### src/hdl/md5_pkg.sv
`default_nettype none
// ----------------------------------------------------------------------------
// md5_pkg
// Shared types, micro-op codes and MD5 round tables for the streaming hash.
// ----------------------------------------------------------------------------
package md5_pkg;

    // datapath operation of one microcode step
    typedef enum logic [2:0] {
        U_WAIT    = 3'd0,
        U_PUT80   = 3'd1,
        U_FILL    = 3'd2,
        U_COMP    = 3'd3,
        U_FOLD    = 3'd4,
        U_SETLEN  = 3'd5,
        U_EMIT_LO = 3'd6,
        U_EMIT_HI = 3'd7
    } t_uop;

    // condition that keeps the step counter where it is
    typedef enum logic [2:0] {
        H_NONE = 3'd0,
        H_WAIT = 3'd1,
        H_FILL = 3'd2,
        H_COMP = 3'd3,
        H_OUT  = 3'd4
    } t_hold;

    // condition for a jump to the target step
    typedef enum logic [2:0] {
        J_NONE     = 3'd0,
        J_ALWAYS   = 3'd1,
        J_NOT_FULL = 3'd2,
        J_NOT_END  = 3'd3,
        J_PTR_LAST = 3'd4,
        J_LENBLK   = 3'd5
    } t_jump;

    // microprogram addresses
    typedef enum logic [3:0] {
        S_WAIT     = 4'd0,
        S_COMP_A   = 4'd1,
        S_FOLD_A   = 4'd2,
        S_PUT80    = 4'd3,
        S_FILL     = 4'd4,
        S_COMP_B   = 4'd5,
        S_FOLD_B   = 4'd6,
        S_SETLEN   = 4'd7,
        S_EMIT_LO  = 4'd8,
        S_EMIT_HI  = 4'd9
    } t_upc;

    typedef struct packed {
        t_uop  op;
        t_hold hold;
        t_jump jump;
        t_upc  target;
    } t_uword;

    // status flags the sequencer branches on
    typedef struct packed {
        logic acc;
        logic acc_full;
        logic acc_end;
        logic msg_end;
        logic ptr_last;
        logic len_blk;
        logic cmp_done;
        logic out_busy;
    } t_ucond;

    // commands to the compression unit
    typedef struct packed {
        logic       wr_en;
        logic [5:0] wr_addr;
        logic [7:0] wr_byte;
        logic       start;
        logic       fold;
        logic       restart;
    } t_cmp_ctl;

    typedef struct packed {
        logic busy;
        logic done;
    } t_cmp_sts;

    localparam logic [31:0] IV_A = 32'h67452301;
    localparam logic [31:0] IV_B = 32'hefcdab89;
    localparam logic [31:0] IV_C = 32'h98badcfe;
    localparam logic [31:0] IV_D = 32'h10325476;
    localparam logic [7:0]  PAD_MARK = 8'h80;

    // message word used by round i
    function automatic logic [3:0] md5_msg_idx(input logic [5:0] i);
        logic [3:0] lo;
        begin
            lo = i[3:0];
            case (i[5:4])
                2'd0:    md5_msg_idx = lo;
                2'd1:    md5_msg_idx = 4'((lo << 2) + lo + 4'd1);
                2'd2:    md5_msg_idx = 4'((lo << 1) + lo + 4'd5);
                default: md5_msg_idx = 4'((lo << 3) - lo);
            endcase
        end
    endfunction

    // left rotate amount of round i
    function automatic logic [4:0] md5_rot(input logic [5:0] i);
        case ({i[5:4], i[1:0]})
            4'd0:    md5_rot = 5'd7;
            4'd1:    md5_rot = 5'd12;
            4'd2:    md5_rot = 5'd17;
            4'd3:    md5_rot = 5'd22;
            4'd4:    md5_rot = 5'd5;
            4'd5:    md5_rot = 5'd9;
            4'd6:    md5_rot = 5'd14;
            4'd7:    md5_rot = 5'd20;
            4'd8:    md5_rot = 5'd4;
            4'd9:    md5_rot = 5'd11;
            4'd10:   md5_rot = 5'd16;
            4'd11:   md5_rot = 5'd23;
            4'd12:   md5_rot = 5'd6;
            4'd13:   md5_rot = 5'd10;
            4'd14:   md5_rot = 5'd15;
            default: md5_rot = 5'd21;
        endcase
    endfunction

    // additive constant of round i
    function automatic logic [31:0] md5_kconst(input logic [5:0] i);
        case (i)
            6'd0:  md5_kconst = 32'hd76aa478;
            6'd1:  md5_kconst = 32'he8c7b756;
            6'd2:  md5_kconst = 32'h242070db;
            6'd3:  md5_kconst = 32'hc1bdceee;
            6'd4:  md5_kconst = 32'hf57c0faf;
            6'd5:  md5_kconst = 32'h4787c62a;
            6'd6:  md5_kconst = 32'ha8304613;
            6'd7:  md5_kconst = 32'hfd469501;
            6'd8:  md5_kconst = 32'h698098d8;
            6'd9:  md5_kconst = 32'h8b44f7af;
            6'd10: md5_kconst = 32'hffff5bb1;
            6'd11: md5_kconst = 32'h895cd7be;
            6'd12: md5_kconst = 32'h6b901122;
            6'd13: md5_kconst = 32'hfd987193;
            6'd14: md5_kconst = 32'ha679438e;
            6'd15: md5_kconst = 32'h49b40821;
            6'd16: md5_kconst = 32'hf61e2562;
            6'd17: md5_kconst = 32'hc040b340;
            6'd18: md5_kconst = 32'h265e5a51;
            6'd19: md5_kconst = 32'he9b6c7aa;
            6'd20: md5_kconst = 32'hd62f105d;
            6'd21: md5_kconst = 32'h02441453;
            6'd22: md5_kconst = 32'hd8a1e681;
            6'd23: md5_kconst = 32'he7d3fbc8;
            6'd24: md5_kconst = 32'h21e1cde6;
            6'd25: md5_kconst = 32'hc33707d6;
            6'd26: md5_kconst = 32'hf4d50d87;
            6'd27: md5_kconst = 32'h455a14ed;
            6'd28: md5_kconst = 32'ha9e3e905;
            6'd29: md5_kconst = 32'hfcefa3f8;
            6'd30: md5_kconst = 32'h676f02d9;
            6'd31: md5_kconst = 32'h8d2a4c8a;
            6'd32: md5_kconst = 32'hfffa3942;
            6'd33: md5_kconst = 32'h8771f681;
            6'd34: md5_kconst = 32'h6d9d6122;
            6'd35: md5_kconst = 32'hfde5380c;
            6'd36: md5_kconst = 32'ha4beea44;
            6'd37: md5_kconst = 32'h4bdecfa9;
            6'd38: md5_kconst = 32'hf6bb4b60;
            6'd39: md5_kconst = 32'hbebfbc70;
            6'd40: md5_kconst = 32'h289b7ec6;
            6'd41: md5_kconst = 32'heaa127fa;
            6'd42: md5_kconst = 32'hd4ef3085;
            6'd43: md5_kconst = 32'h04881d05;
            6'd44: md5_kconst = 32'hd9d4d039;
            6'd45: md5_kconst = 32'he6db99e5;
            6'd46: md5_kconst = 32'h1fa27cf8;
            6'd47: md5_kconst = 32'hc4ac5665;
            6'd48: md5_kconst = 32'hf4292244;
            6'd49: md5_kconst = 32'h432aff97;
            6'd50: md5_kconst = 32'hab9423a7;
            6'd51: md5_kconst = 32'hfc93a039;
            6'd52: md5_kconst = 32'h655b59c3;
            6'd53: md5_kconst = 32'h8f0ccc92;
            6'd54: md5_kconst = 32'hffeff47d;
            6'd55: md5_kconst = 32'h85845dd1;
            6'd56: md5_kconst = 32'h6fa87e4f;
            6'd57: md5_kconst = 32'hfe2ce6e0;
            6'd58: md5_kconst = 32'ha3014314;
            6'd59: md5_kconst = 32'h4e0811a1;
            6'd60: md5_kconst = 32'hf7537e82;
            6'd61: md5_kconst = 32'hbd3af235;
            6'd62: md5_kconst = 32'h2ad7d2bb;
            default: md5_kconst = 32'heb86d391;
        endcase
    endfunction

    // 32-bit left rotate
    function automatic logic [31:0] md5_rotl(input logic [31:0] v, input logic [4:0] s);
        logic [63:0] dbl;
        begin
            dbl = {v, v} << s;
            md5_rotl = dbl[63:32];
        end
    endfunction

endpackage
`default_nettype wire

### src/hdl/md5_stream_if.sv
`default_nettype none
// ----------------------------------------------------------------------------
// md5_stream_if
// Request channels of the hash core: message bytes in, digest halves out.
// ----------------------------------------------------------------------------
interface md5_msg_if;
    logic       valid;
    logic       ready;
    logic [7:0] msg_byte;
    logic       byte_present;
    logic       end_of_message;

    modport source (output valid, output msg_byte, output byte_present,
                    output end_of_message, input ready);
    modport sink   (input valid, input msg_byte, input byte_present,
                    input end_of_message, output ready);
endinterface

interface md5_dig_if;
    logic        valid;
    logic        ready;
    logic [63:0] digest_half;
    logic        half_index;
    logic        last_half;

    modport source (output valid, output digest_half, output half_index,
                    output last_half, input ready);
    modport sink   (input valid, input digest_half, input half_index,
                    input last_half, output ready);
endinterface
`default_nettype wire

### src/hdl/md5_useq.sv
`default_nettype none
// ----------------------------------------------------------------------------
// md5_useq
// Microcode sequencer: step counter, control ROM, hold and jump conditions.
// ----------------------------------------------------------------------------
module md5_useq (
    input  wire                  i_clk,
    input  wire                  i_rst_n,
    input  wire md5_pkg::t_ucond i_cond,
    output md5_pkg::t_uword      o_uword
);
    import md5_pkg::*;

    t_upc   r_pc;
    t_upc   n_pc;
    t_uword uw;
    logic   hold_true;
    logic   jump_true;

    // control ROM
    always_comb begin
        case (r_pc)
            S_WAIT:    uw = '{U_WAIT,    H_WAIT, J_NOT_FULL, S_PUT80};
            S_COMP_A:  uw = '{U_COMP,    H_COMP, J_NONE,     S_WAIT};
            S_FOLD_A:  uw = '{U_FOLD,    H_NONE, J_NOT_END,  S_WAIT};
            S_PUT80:   uw = '{U_PUT80,   H_NONE, J_PTR_LAST, S_COMP_B};
            S_FILL:    uw = '{U_FILL,    H_FILL, J_NONE,     S_WAIT};
            S_COMP_B:  uw = '{U_COMP,    H_COMP, J_NONE,     S_WAIT};
            S_FOLD_B:  uw = '{U_FOLD,    H_NONE, J_LENBLK,   S_EMIT_LO};
            S_SETLEN:  uw = '{U_SETLEN,  H_NONE, J_ALWAYS,   S_FILL};
            S_EMIT_LO: uw = '{U_EMIT_LO, H_OUT,  J_NONE,     S_WAIT};
            S_EMIT_HI: uw = '{U_EMIT_HI, H_OUT,  J_ALWAYS,   S_WAIT};
            default:   uw = '{U_WAIT,    H_NONE, J_ALWAYS,   S_WAIT};
        endcase
    end

    assign o_uword = uw;

    // hold and jump decode
    always_comb begin
        case (uw.hold)
            H_WAIT:  hold_true = !(i_cond.acc && (i_cond.acc_full || i_cond.acc_end));
            H_FILL:  hold_true = !i_cond.ptr_last;
            H_COMP:  hold_true = !i_cond.cmp_done;
            H_OUT:   hold_true = i_cond.out_busy;
            default: hold_true = 1'b0;
        endcase
        case (uw.jump)
            J_ALWAYS:   jump_true = 1'b1;
            J_NOT_FULL: jump_true = !i_cond.acc_full;
            J_NOT_END:  jump_true = !i_cond.msg_end;
            J_PTR_LAST: jump_true = i_cond.ptr_last;
            J_LENBLK:   jump_true = i_cond.len_blk;
            default:    jump_true = 1'b0;
        endcase
    end

    // next step
    always_comb begin
        if (hold_true) begin
            n_pc = r_pc;
        end else if (jump_true) begin
            n_pc = uw.target;
        end else begin
            n_pc = t_upc'(4'(r_pc) + 4'd1);
        end
    end

    always_ff @(posedge i_clk) begin
        if (!i_rst_n) begin
            r_pc <= S_WAIT;
        end else begin
            r_pc <= n_pc;
        end
    end

endmodule
`default_nettype wire

### src/hdl/md5_compress.sv
`default_nettype none
// ----------------------------------------------------------------------------
// md5_compress
// Block buffer, chaining words and one MD5 round per cycle.
// ----------------------------------------------------------------------------
module md5_compress (
    input  wire                     i_clk,
    input  wire                     i_rst_n,
    input  wire md5_pkg::t_cmp_ctl  i_ctl,
    output md5_pkg::t_cmp_sts       o_sts,
    output logic [127:0]            o_digest
);
    import md5_pkg::*;

    logic [31:0] r_buf [16];
    logic [31:0] r_w;
    logic [31:0] r_chain [4];
    logic [31:0] r_a, r_b, r_c, r_d;
    logic [5:0]  r_i;
    logic        r_busy;

    logic [3:0]  rd_addr;
    logic        done;
    logic [31:0] f;
    logic [31:0] sum;
    logic [31:0] n_b;

    assign done = r_busy && (r_i == 6'd63);
    assign o_sts = '{busy: r_busy, done: done};
    assign o_digest = {r_chain[3], r_chain[2], r_chain[1], r_chain[0]};

    // word for the next round, read in the cycle before that round
    assign rd_addr = r_busy ? md5_msg_idx(6'(r_i + 6'd1)) : md5_msg_idx(6'd0);

    // block buffer: byte writes, registered word read
    always_ff @(posedge i_clk) begin
        if (i_ctl.wr_en) begin
            r_buf[i_ctl.wr_addr[5:2]][{i_ctl.wr_addr[1:0], 3'b000} +: 8] <= i_ctl.wr_byte;
        end
        r_w <= r_buf[rd_addr];
    end

    // round function
    always_comb begin
        case (r_i[5:4])
            2'd0:    f = (r_b & r_c) | (~r_b & r_d);
            2'd1:    f = (r_b & r_d) | (r_c & ~r_d);
            2'd2:    f = r_b ^ r_c ^ r_d;
            default: f = r_c ^ (r_b | ~r_d);
        endcase
        sum = r_a + f + md5_kconst(r_i) + r_w;
        n_b = r_b + md5_rotl(sum, md5_rot(r_i));
    end

    // round registers
    always_ff @(posedge i_clk) begin
        if (i_ctl.start) begin
            r_a <= r_chain[0];
            r_b <= r_chain[1];
            r_c <= r_chain[2];
            r_d <= r_chain[3];
        end else if (r_busy) begin
            r_a <= r_d;
            r_d <= r_c;
            r_c <= r_b;
            r_b <= n_b;
        end
    end

    // round counter and chaining words
    always_ff @(posedge i_clk) begin
        if (!i_rst_n) begin
            r_busy     <= 1'b0;
            r_i        <= '0;
            r_chain[0] <= IV_A;
            r_chain[1] <= IV_B;
            r_chain[2] <= IV_C;
            r_chain[3] <= IV_D;
        end else begin
            if (i_ctl.start) begin
                r_busy <= 1'b1;
                r_i    <= '0;
            end else if (r_busy) begin
                r_i <= 6'(r_i + 6'd1);
                if (done) begin
                    r_busy <= 1'b0;
                end
            end
            if (i_ctl.restart) begin
                r_chain[0] <= IV_A;
                r_chain[1] <= IV_B;
                r_chain[2] <= IV_C;
                r_chain[3] <= IV_D;
            end else if (i_ctl.fold) begin
                r_chain[0] <= r_chain[0] + r_a;
                r_chain[1] <= r_chain[1] + r_b;
                r_chain[2] <= r_chain[2] + r_c;
                r_chain[3] <= r_chain[3] + r_d;
            end
        end
    end

    // no new block while rounds run, no buffer write under a running block
    a_start_idle: assert property (@(posedge i_clk) disable iff (!i_rst_n)
        i_ctl.start |-> !r_busy) else $error("compression restarted while busy");
    a_write_idle: assert property (@(posedge i_clk) disable iff (!i_rst_n)
        i_ctl.wr_en |-> !r_busy) else $error("buffer written during compression");
    a_fold_idle: assert property (@(posedge i_clk) disable iff (!i_rst_n)
        i_ctl.fold |-> !r_busy && $past(done)) else $error("fold before rounds finished");

endmodule
`default_nettype wire

### src/hdl/md5_stream_hash_core.sv
`default_nettype none
// ----------------------------------------------------------------------------
// md5_stream_hash_core
// Streaming MD5 digest of a byte message, microcoded control.
// ----------------------------------------------------------------------------
// Usage:
//   i_msg carries one request per message byte (byte_present) with
//   end_of_message on the final request; an end request without a byte
//   closes the message as it stands, so a lone one hashes the empty message.
//   o_dig returns two requests per message: digest bytes 0..7 (half_index 0)
//   then bytes 8..15 (half_index 1, last_half 1), first byte in bits [7:0].
// Throughput: one byte per cycle while a block fills. The 64th byte of a
//   block holds i_msg off while the block is compressed: a start step,
//   the rounds of the single round unit, then a fold step.
// Padding: from the end request the padding is written one byte a cycle
//   into the 64-byte buffer; one padding block, or two when the mark
//   lands at byte 56 or later, is compressed and folded before the first
//   half is loaded (a block the end byte fills is compressed first). The
//   second half follows in the next cycle when the first is taken at once.
// Reset: chaining words go to the MD5 initial values, the byte count to zero,
//   the sequencer to the byte wait step; the buffer itself is not cleared.
// Stall: a digest half sits in the output register until taken; i_msg is
//   accepted again as soon as the second half is loaded.
// ----------------------------------------------------------------------------
module md5_stream_hash_core (
    input  wire         i_clk,
    input  wire         i_rst_n,
    md5_msg_if.sink     i_msg,
    md5_dig_if.source   o_dig
);
    import md5_pkg::*;

    t_uword   uw;
    t_ucond   cond;
    t_cmp_ctl ctl;
    t_cmp_sts sts;
    logic [127:0] digest;

    logic [5:0]  r_ptr,    n_ptr;
    logic [63:0] r_cnt,    n_cnt;
    logic        r_end,    n_end;
    logic        r_lenblk, n_lenblk;
    logic        r_ovalid, n_ovalid;
    logic [63:0] r_odata,  n_odata;
    logic        r_oidx,   n_oidx;
    logic        r_olast,  n_olast;

    logic        acc;
    logic        out_busy;
    logic [63:0] len_bits;
    logic [7:0]  pad_byte;

    md5_useq u_useq (
        .i_clk   (i_clk),
        .i_rst_n (i_rst_n),
        .i_cond  (cond),
        .o_uword (uw)
    );

    md5_compress u_comp (
        .i_clk    (i_clk),
        .i_rst_n  (i_rst_n),
        .i_ctl    (ctl),
        .o_sts    (sts),
        .o_digest (digest)
    );

    // handshakes
    assign i_msg.ready       = (uw.op == U_WAIT);
    assign acc               = i_msg.valid && i_msg.ready;
    assign out_busy          = r_ovalid && !o_dig.ready;
    assign o_dig.valid       = r_ovalid;
    assign o_dig.digest_half = r_odata;
    assign o_dig.half_index  = r_oidx;
    assign o_dig.last_half   = r_olast;

    // padding byte: zero, or the bit length in the last eight bytes
    assign len_bits = {r_cnt[60:0], 3'b000};
    assign pad_byte = (r_lenblk && (r_ptr[5:3] == 3'b111))
                    ? len_bits[{r_ptr[2:0], 3'b000} +: 8] : 8'h00;

    // sequencer conditions
    always_comb begin
        cond.acc      = acc;
        cond.acc_full = acc && i_msg.byte_present && (r_ptr == 6'd63);
        cond.acc_end  = acc && i_msg.end_of_message;
        cond.msg_end  = r_end;
        cond.ptr_last = (r_ptr == 6'd63);
        cond.len_blk  = r_lenblk;
        cond.cmp_done = sts.done;
        cond.out_busy = out_busy;
    end

    // datapath decode of the current control word
    always_comb begin
        ctl      = '{wr_en: 1'b0, wr_addr: r_ptr, wr_byte: pad_byte,
                     start: 1'b0, fold: 1'b0, restart: 1'b0};
        n_ptr    = r_ptr;
        n_cnt    = r_cnt;
        n_end    = r_end;
        n_lenblk = r_lenblk;
        n_ovalid = r_ovalid && !o_dig.ready;
        n_odata  = r_odata;
        n_oidx   = r_oidx;
        n_olast  = r_olast;
        case (uw.op)
            U_WAIT: begin
                if (acc) begin
                    n_end = i_msg.end_of_message;
                    if (i_msg.byte_present) begin
                        ctl.wr_en   = 1'b1;
                        ctl.wr_byte = i_msg.msg_byte;
                        n_ptr       = 6'(r_ptr + 6'd1);
                        n_cnt       = r_cnt + 64'd1;
                    end
                end
            end
            U_PUT80: begin
                ctl.wr_en   = 1'b1;
                ctl.wr_byte = PAD_MARK;
                n_ptr       = 6'(r_ptr + 6'd1);
                n_lenblk    = (r_ptr[5:3] != 3'b111);
            end
            U_FILL: begin
                ctl.wr_en = 1'b1;
                n_ptr     = 6'(r_ptr + 6'd1);
            end
            U_COMP: begin
                ctl.start = !sts.busy;
            end
            U_FOLD: begin
                ctl.fold = 1'b1;
            end
            U_SETLEN: begin
                n_lenblk = 1'b1;
            end
            U_EMIT_LO: begin
                if (!out_busy) begin
                    n_ovalid = 1'b1;
                    n_odata  = digest[63:0];
                    n_oidx   = 1'b0;
                    n_olast  = 1'b0;
                end
            end
            U_EMIT_HI: begin
                if (!out_busy) begin
                    n_ovalid    = 1'b1;
                    n_odata     = digest[127:64];
                    n_oidx      = 1'b1;
                    n_olast     = 1'b1;
                    ctl.restart = 1'b1;
                    n_ptr       = '0;
                    n_cnt       = '0;
                end
            end
            default: begin
                n_ptr = r_ptr;
            end
        endcase
    end

    // control registers
    always_ff @(posedge i_clk) begin
        if (!i_rst_n) begin
            r_ptr    <= '0;
            r_cnt    <= '0;
            r_end    <= 1'b0;
            r_lenblk <= 1'b0;
            r_ovalid <= 1'b0;
        end else begin
            r_ptr    <= n_ptr;
            r_cnt    <= n_cnt;
            r_end    <= n_end;
            r_lenblk <= n_lenblk;
            r_ovalid <= n_ovalid;
        end
    end

    // output payload
    always_ff @(posedge i_clk) begin
        r_odata <= n_odata;
        r_oidx  <= n_oidx;
        r_olast <= n_olast;
    end

    // write pointer follows the byte count between messages bytes
    a_ptr_track: assert property (@(posedge i_clk) disable iff (!i_rst_n)
        (uw.op == U_WAIT) |-> (r_ptr == r_cnt[5:0])) else $error("write pointer off count");
    a_ready_idle: assert property (@(posedge i_clk) disable iff (!i_rst_n)
        i_msg.ready |-> !sts.busy) else $error("input taken during compression");
    a_hi_after_lo: assert property (@(posedge i_clk) disable iff (!i_rst_n)
        (uw.op == U_EMIT_HI) |-> r_ovalid && !r_oidx || r_oidx && r_olast)
        else $error("second half without first");

endmodule
`default_nettype wire
### src/flat_wrapper.sv
// flat-port wrapper written by rule: the top's interface ports become plain ports
module md5_stream_hash_core_flat import md5_pkg::*;
  (i_clk, i_rst_n, i_msg_valid, i_msg_msg_byte, i_msg_byte_present, i_msg_end_of_message, i_msg_ready, o_dig_valid, o_dig_digest_half, o_dig_half_index, o_dig_last_half, o_dig_ready);
  md5_msg_if i_msg_i ();
  md5_dig_if o_dig_i ();
  input  wire i_clk;
  input  wire i_rst_n;
  input wire logic [$bits(i_msg_i.valid)-1:0] i_msg_valid;
  input wire logic [$bits(i_msg_i.msg_byte)-1:0] i_msg_msg_byte;
  input wire logic [$bits(i_msg_i.byte_present)-1:0] i_msg_byte_present;
  input wire logic [$bits(i_msg_i.end_of_message)-1:0] i_msg_end_of_message;
  output wire logic [$bits(i_msg_i.ready)-1:0] i_msg_ready;
  output wire logic [$bits(o_dig_i.valid)-1:0] o_dig_valid;
  output wire logic [$bits(o_dig_i.digest_half)-1:0] o_dig_digest_half;
  output wire logic [$bits(o_dig_i.half_index)-1:0] o_dig_half_index;
  output wire logic [$bits(o_dig_i.last_half)-1:0] o_dig_last_half;
  input wire logic [$bits(o_dig_i.ready)-1:0] o_dig_ready;
  assign i_msg_i.valid = i_msg_valid;
  assign i_msg_i.msg_byte = i_msg_msg_byte;
  assign i_msg_i.byte_present = i_msg_byte_present;
  assign i_msg_i.end_of_message = i_msg_end_of_message;
  assign i_msg_ready = i_msg_i.ready;
  assign o_dig_valid = o_dig_i.valid;
  assign o_dig_digest_half = o_dig_i.digest_half;
  assign o_dig_half_index = o_dig_i.half_index;
  assign o_dig_last_half = o_dig_i.last_half;
  assign o_dig_i.ready = o_dig_ready;
  md5_stream_hash_core u_core (.i_clk(i_clk), .i_rst_n(i_rst_n), .i_msg(i_msg_i), .o_dig(o_dig_i));
endmodule
### config.mk
export PLATFORM = sky130hd
export DESIGN_NAME = md5_stream_hash_core_flat
export DESIGN_NICKNAME = d
export VERILOG_FILES = /design/src/hdl/md5_pkg.sv /design/src/hdl/md5_stream_if.sv /design/src/hdl/md5_useq.sv /design/src/hdl/md5_compress.sv /design/src/hdl/md5_stream_hash_core.sv /design/src/flat_wrapper.sv
export SDC_FILE = /design/constraint.sdc
export NUM_CORES = 2
export LEC_CHECK = 0
export BUFFER_PORTS_ARGS = -buffer_cell sky130_fd_sc_hd__buf_2
export CAP_MARGIN = 20
export CORE_MARGIN = 8
export CORE_UTILIZATION = 60
export CTS_CLUSTER_SIZE = 25
export DETAILED_ROUTE_END_ITERATION = 16
export PLACE_DENSITY = 0.77
export SYNTH_ARGS = -nofsm -noshare
export SYNTH_HDL_FRONTEND = slang
export SYNTH_SLANG_ARGS = --single-unit
### constraint.sdc
create_clock -name i_clk -period 19.2 [get_ports i_clk]
set_input_delay 0.96 -clock i_clk [delete_from_list [all_inputs] [get_ports i_clk]]
set_output_delay 0.96 -clock i_clk [all_outputs]
set_load 0.02 [all_outputs]
==> key figures <==
Status
  – Run status: finished clean

Finish
  – Non-Filler Instances: roughly 6,800
  – Area grow syn2layout: 8.89%
  – Post-route cell area: a little over 0.06 sq mm
  – Fraction of layout cells with a size suffix above 1: between 10% and 20%
  – Most common cell after layout, fill and taps aside: nand2_1
  – NumNets Final: 5,727
  – Inserted Diodes: 0
  – Most frequent cells in the layout: 833 x nand2_1, 801 x edfxtp_1, 420 x nor2_1

Clock tree
  – Clk buf depth: 3
  – Post-CTS sizing: 0
  – H-tree levels: 3
  – Insertion delay to the later sink of the worst-skew pair: between 0.7 and 0.8 ns
  – CTS tree: yes
  – CTS buffer count: 104
  – Setup bufs post-CTS: 0
  – Root Driver: clkbuf_16
  – Sink Count: about 1,000
  – Clock transition at the registers of the reported paths: around 0.06 ns
  – Hold buffers post-CTS: 0

STA
  – Fmax: roughly 98 MHz
  – Crit share post-route: 53.1%
  – Final Max Tran Viols: 0
  – Setup TNS: 0 ns
  – RSZ-0062 raised after global routing: no
  – Setup violators final: 0
  – Final hold vios: 0
  – Skew final: roughly 0.045 ns
  – Final min period: 10.20 ns
  – Slew @ Worst Pin: 1.10 ns
  – Worst slew margin: between 20% and 30%

Drt
  – Vias/cell: about 6.5
  – Drt pass-1 iters: 9
  – Wire per inst: 23.8 um
  – Wire length on met3: between 10,000 and 15,000 um
  – DR vias: between 40,000 and 50,000
  – Post-route DRC: 0
  – Initial drt markers: approximately 4,700
  – M1 WL: ~63,000 um
  – Metal2 WL: between 70,000 and 80,000 um
  – Remaining antenna violation count after routing: 0
  – DRT Wirelength: 161,000 um
  – Top Layer Used: met4

Yosys
  – Synthesized Nets: around 5,800
  – Netlist Area Pre-Place: 0.0572 sq mm
  – Post-synth EDFFs: 801
  – Fraction of registers with async set/reset: 0%
  – Sequential share of the synthesized area: about half
  – Flops & latches, synth: about 1,000
  – Post-Syn Area per Cell: roughly 10 sq um
  – Synth Instances: around 5,500
  – YS warnings: 0
  – Ys flop type: edfxtp_1
  – Cell variety after synth: 96

Power
  – Combinational share of power: a little over 50%
  – Power Density: 167 mW/mm^2
  – Leak: between 20 and 25 nW
  – Switching share of power: between 40% and 50%
  – Internal cell power: approximately 6 mW
  – Sequential fraction of design power: around 28%
  – Clk pwr share: around a fifth
  – Psw: ~4.3 mW
  – Worst-case vdd ir drop: 0.135 mV

Global routing
  – Gr usage total: 29.5%
  – Largest net degree at the start of global routing: approximately 130
  – First-pass GRT wire length: about 250,000 um
  – Number of global-route vias before repair: about 42,000
  – Global route total overflow: 0
  – Initial antenna violation count: 2

Die
  – Starting Density: around 60%
  – Die Y: 325 um
  – Top Ports: 82
  – Full die area: between 0.1 and 0.15 sq mm
  – FP Rows: about 110
  – Core Area: roughly 0.095 sq mm
  – Die W: roughly 320 um

Placement
  – Number of buffers added on ports: between 80 and 90
  – DPL Wire Length: ~110,000 um
  – GP Congestion: between 0.9 and 1
  – Cell Area, Placed: around 0.06 sq mm
  – Placed insts: 6,571

Critical path
  – CP startpoint kind: flop
  – Critical Path AT: about 11 ns
  – Crit end category: flop
  – CP peak stage delay: approximately 0.91 ns
  – Path type of the worst setup path: reg -> reg
  – Worst-path fanout max: 120
  – Crit-path slowest cell: buf_4
  – Req. time, crit path: 19.76 ns

Run
  – MaxCap Viol Count: 0

Min path
  – Hold WC Path Type: reg -> reg
-- area by class of cell --
| class | count | area [sq um] |
|---|---|---|
| Fill cell | 7262 | 32400 |
| Sequential cell | 996 | 28000 |
| Multi-Input combinational cell | 3888 | 27200 |
| Clock buffer | 144 | 2890 |
| Tap cell | 1265 | 1580 |
| Inverter | 284 | 1070 |
| Timing Repair Buffer | 150 | 955 |
| Clock inverter | 52 | 717 |
-- registers in the layout, indices dropped and copies added, names as in the netlist, 13 cells and up, named ones only --
| signal | count |
|---|---|
| u_core.u_comp.r_buf | 512 |
| u_core.u_comp.r_chain | 128 |
| u_core.o_dig.digest_half | 64 |
| u_core.r_cnt | 61 |
| u_core.u_comp.r_a | 32 |
| u_core.u_comp.r_b | 32 |
| u_core.u_comp.r_c | 32 |
| u_core.u_comp.r_d | 32 |
| u_core.u_comp.r_w | 32 |
| u_core.u_useq.o_uword | 13 |
-- critical path: cells and delay by family, from the launching register on --
family	cells	cell delay, ns
and+or+nand+nor	5	1.39
xor gates and xnor gates	2	0.58
AOI/OAI and AO/OA	16	3.59
muxes	2	0.79
buffers and inverters	2	0.95
DFF	1	0.79
adders and majority gates	4	1.89
-- path summary, 6_finish.rpt --
check | from | to | slack, ns | cells past startpoint
max | u_core.u_comp.r_i[4] | u_core.u_comp.r_b[28] | 9.00 | 31
min | u_core.u_comp.r_chain[2][8] | u_core.u_comp.r_chain[2][8] | 0.49 | 2
max reg2reg | u_core.u_comp.r_i[4] | u_core.u_comp.r_b[28] | 9.00 | 31
min reg2reg | u_core.u_comp.r_chain[2][8] | u_core.u_comp.r_chain[2][8] | 0.49 | 2
-- Yosys cell counts (all sizes together), types with 11 or more instances --
library cell,count,area (sq um)
nand2,838,3150
edfxtp,801,24100
nor2,423,1590
a21oi,365,1830
o21ai,294,1480
inv,279,1050
ha,222,2780
clkbuf,219,822
dfxtp,195,3900
mux4,159,3590
nand3,138,691
nor3,131,671
xor2,130,1140
xnor2,111,972
mux2i,87,871
a21o,83,624
a211oi,78,601
buf,74,342
fa,67,1340
nor2b,64,400
o211ai,52,390
o22ai,45,282
a31oi,41,257
and3,40,250
nor3b,40,300
or3,38,238
nand2b,36,225
o21a,35,263
nand4,33,206
o311a,32,320
mux2,25,282
and2,24,150
o21bai,24,180
o31ai,23,178
o221ai,15,131
a21boi,14,105
nor4,14,103
o311ai,13,114
or2,13,81.3
a221oi,11,103
and4,11,96.3
o2111ai,11,103
o31a,11,96.3
-- layer usage --
| layer | global-route usage [%] | up-vias |
|---|---|---|
| li1 | - | 19900 |
| met1 | 39.0 | 21200 |
| met2 | 47.7 | 2212 |
| met3 | 5.50 | 438 |
| met4 | 12.9 | 0 |
| met5 | 0 | - |
-- cell families (layout without fill, tap and decap cells) --
| family | Yosys count | in the layout | synth area share (%) |
|---|---|---|---|
| simple gates | 1863 | 1863 | 14.5 |
| compound gates | 1224 | 1224 | 13.6 |
| flops | 996 | 996 | 48.8 |
| buf+inv | 577 | 630 | 3.89 |
| fa+ha+maj | 289 | 289 | 7.20 |
| mux | 271 | 271 | 8.29 |
| xor+xnor | 241 | 241 | 3.69 |
-- power groups by stage --
stage / combinational (mW) / sequential, mW / clock [mW]
finish: 5.39 / 2.89 / 2.12
global route: 5.92 / 2.91 / 2.22
CTS: 5.32 / 2.88 / 2.13
detailed placement: 5.28 / 2.93 / 0
global placement: 5.16 / 2.92 / 0
floorplan: 4.05 / 2.85 / 0
-- stage by stage --
| step | setup slack, ns | hold slack (ns) | util (%) | power, mW |
|---|---|---|---|---|
| CTS | 9.14 | 0.491 | 65.7 | 10.3 |
| global route | 8.27 | 0.531 | 65.8 | 11.0 |
| floorplan | 10.51 | 0.457 | - | 6.90 |
| detailed placement | 9.17 | 0.481 | 61.9 | 8.20 |
| finish | 9.00 | 0.494 | 65.8 | 10.4 |
| global placement | 9.34 | 0.472 | 61.9 | 8.08 |
No activity file was read; power rests on OpenSTA's default activity.
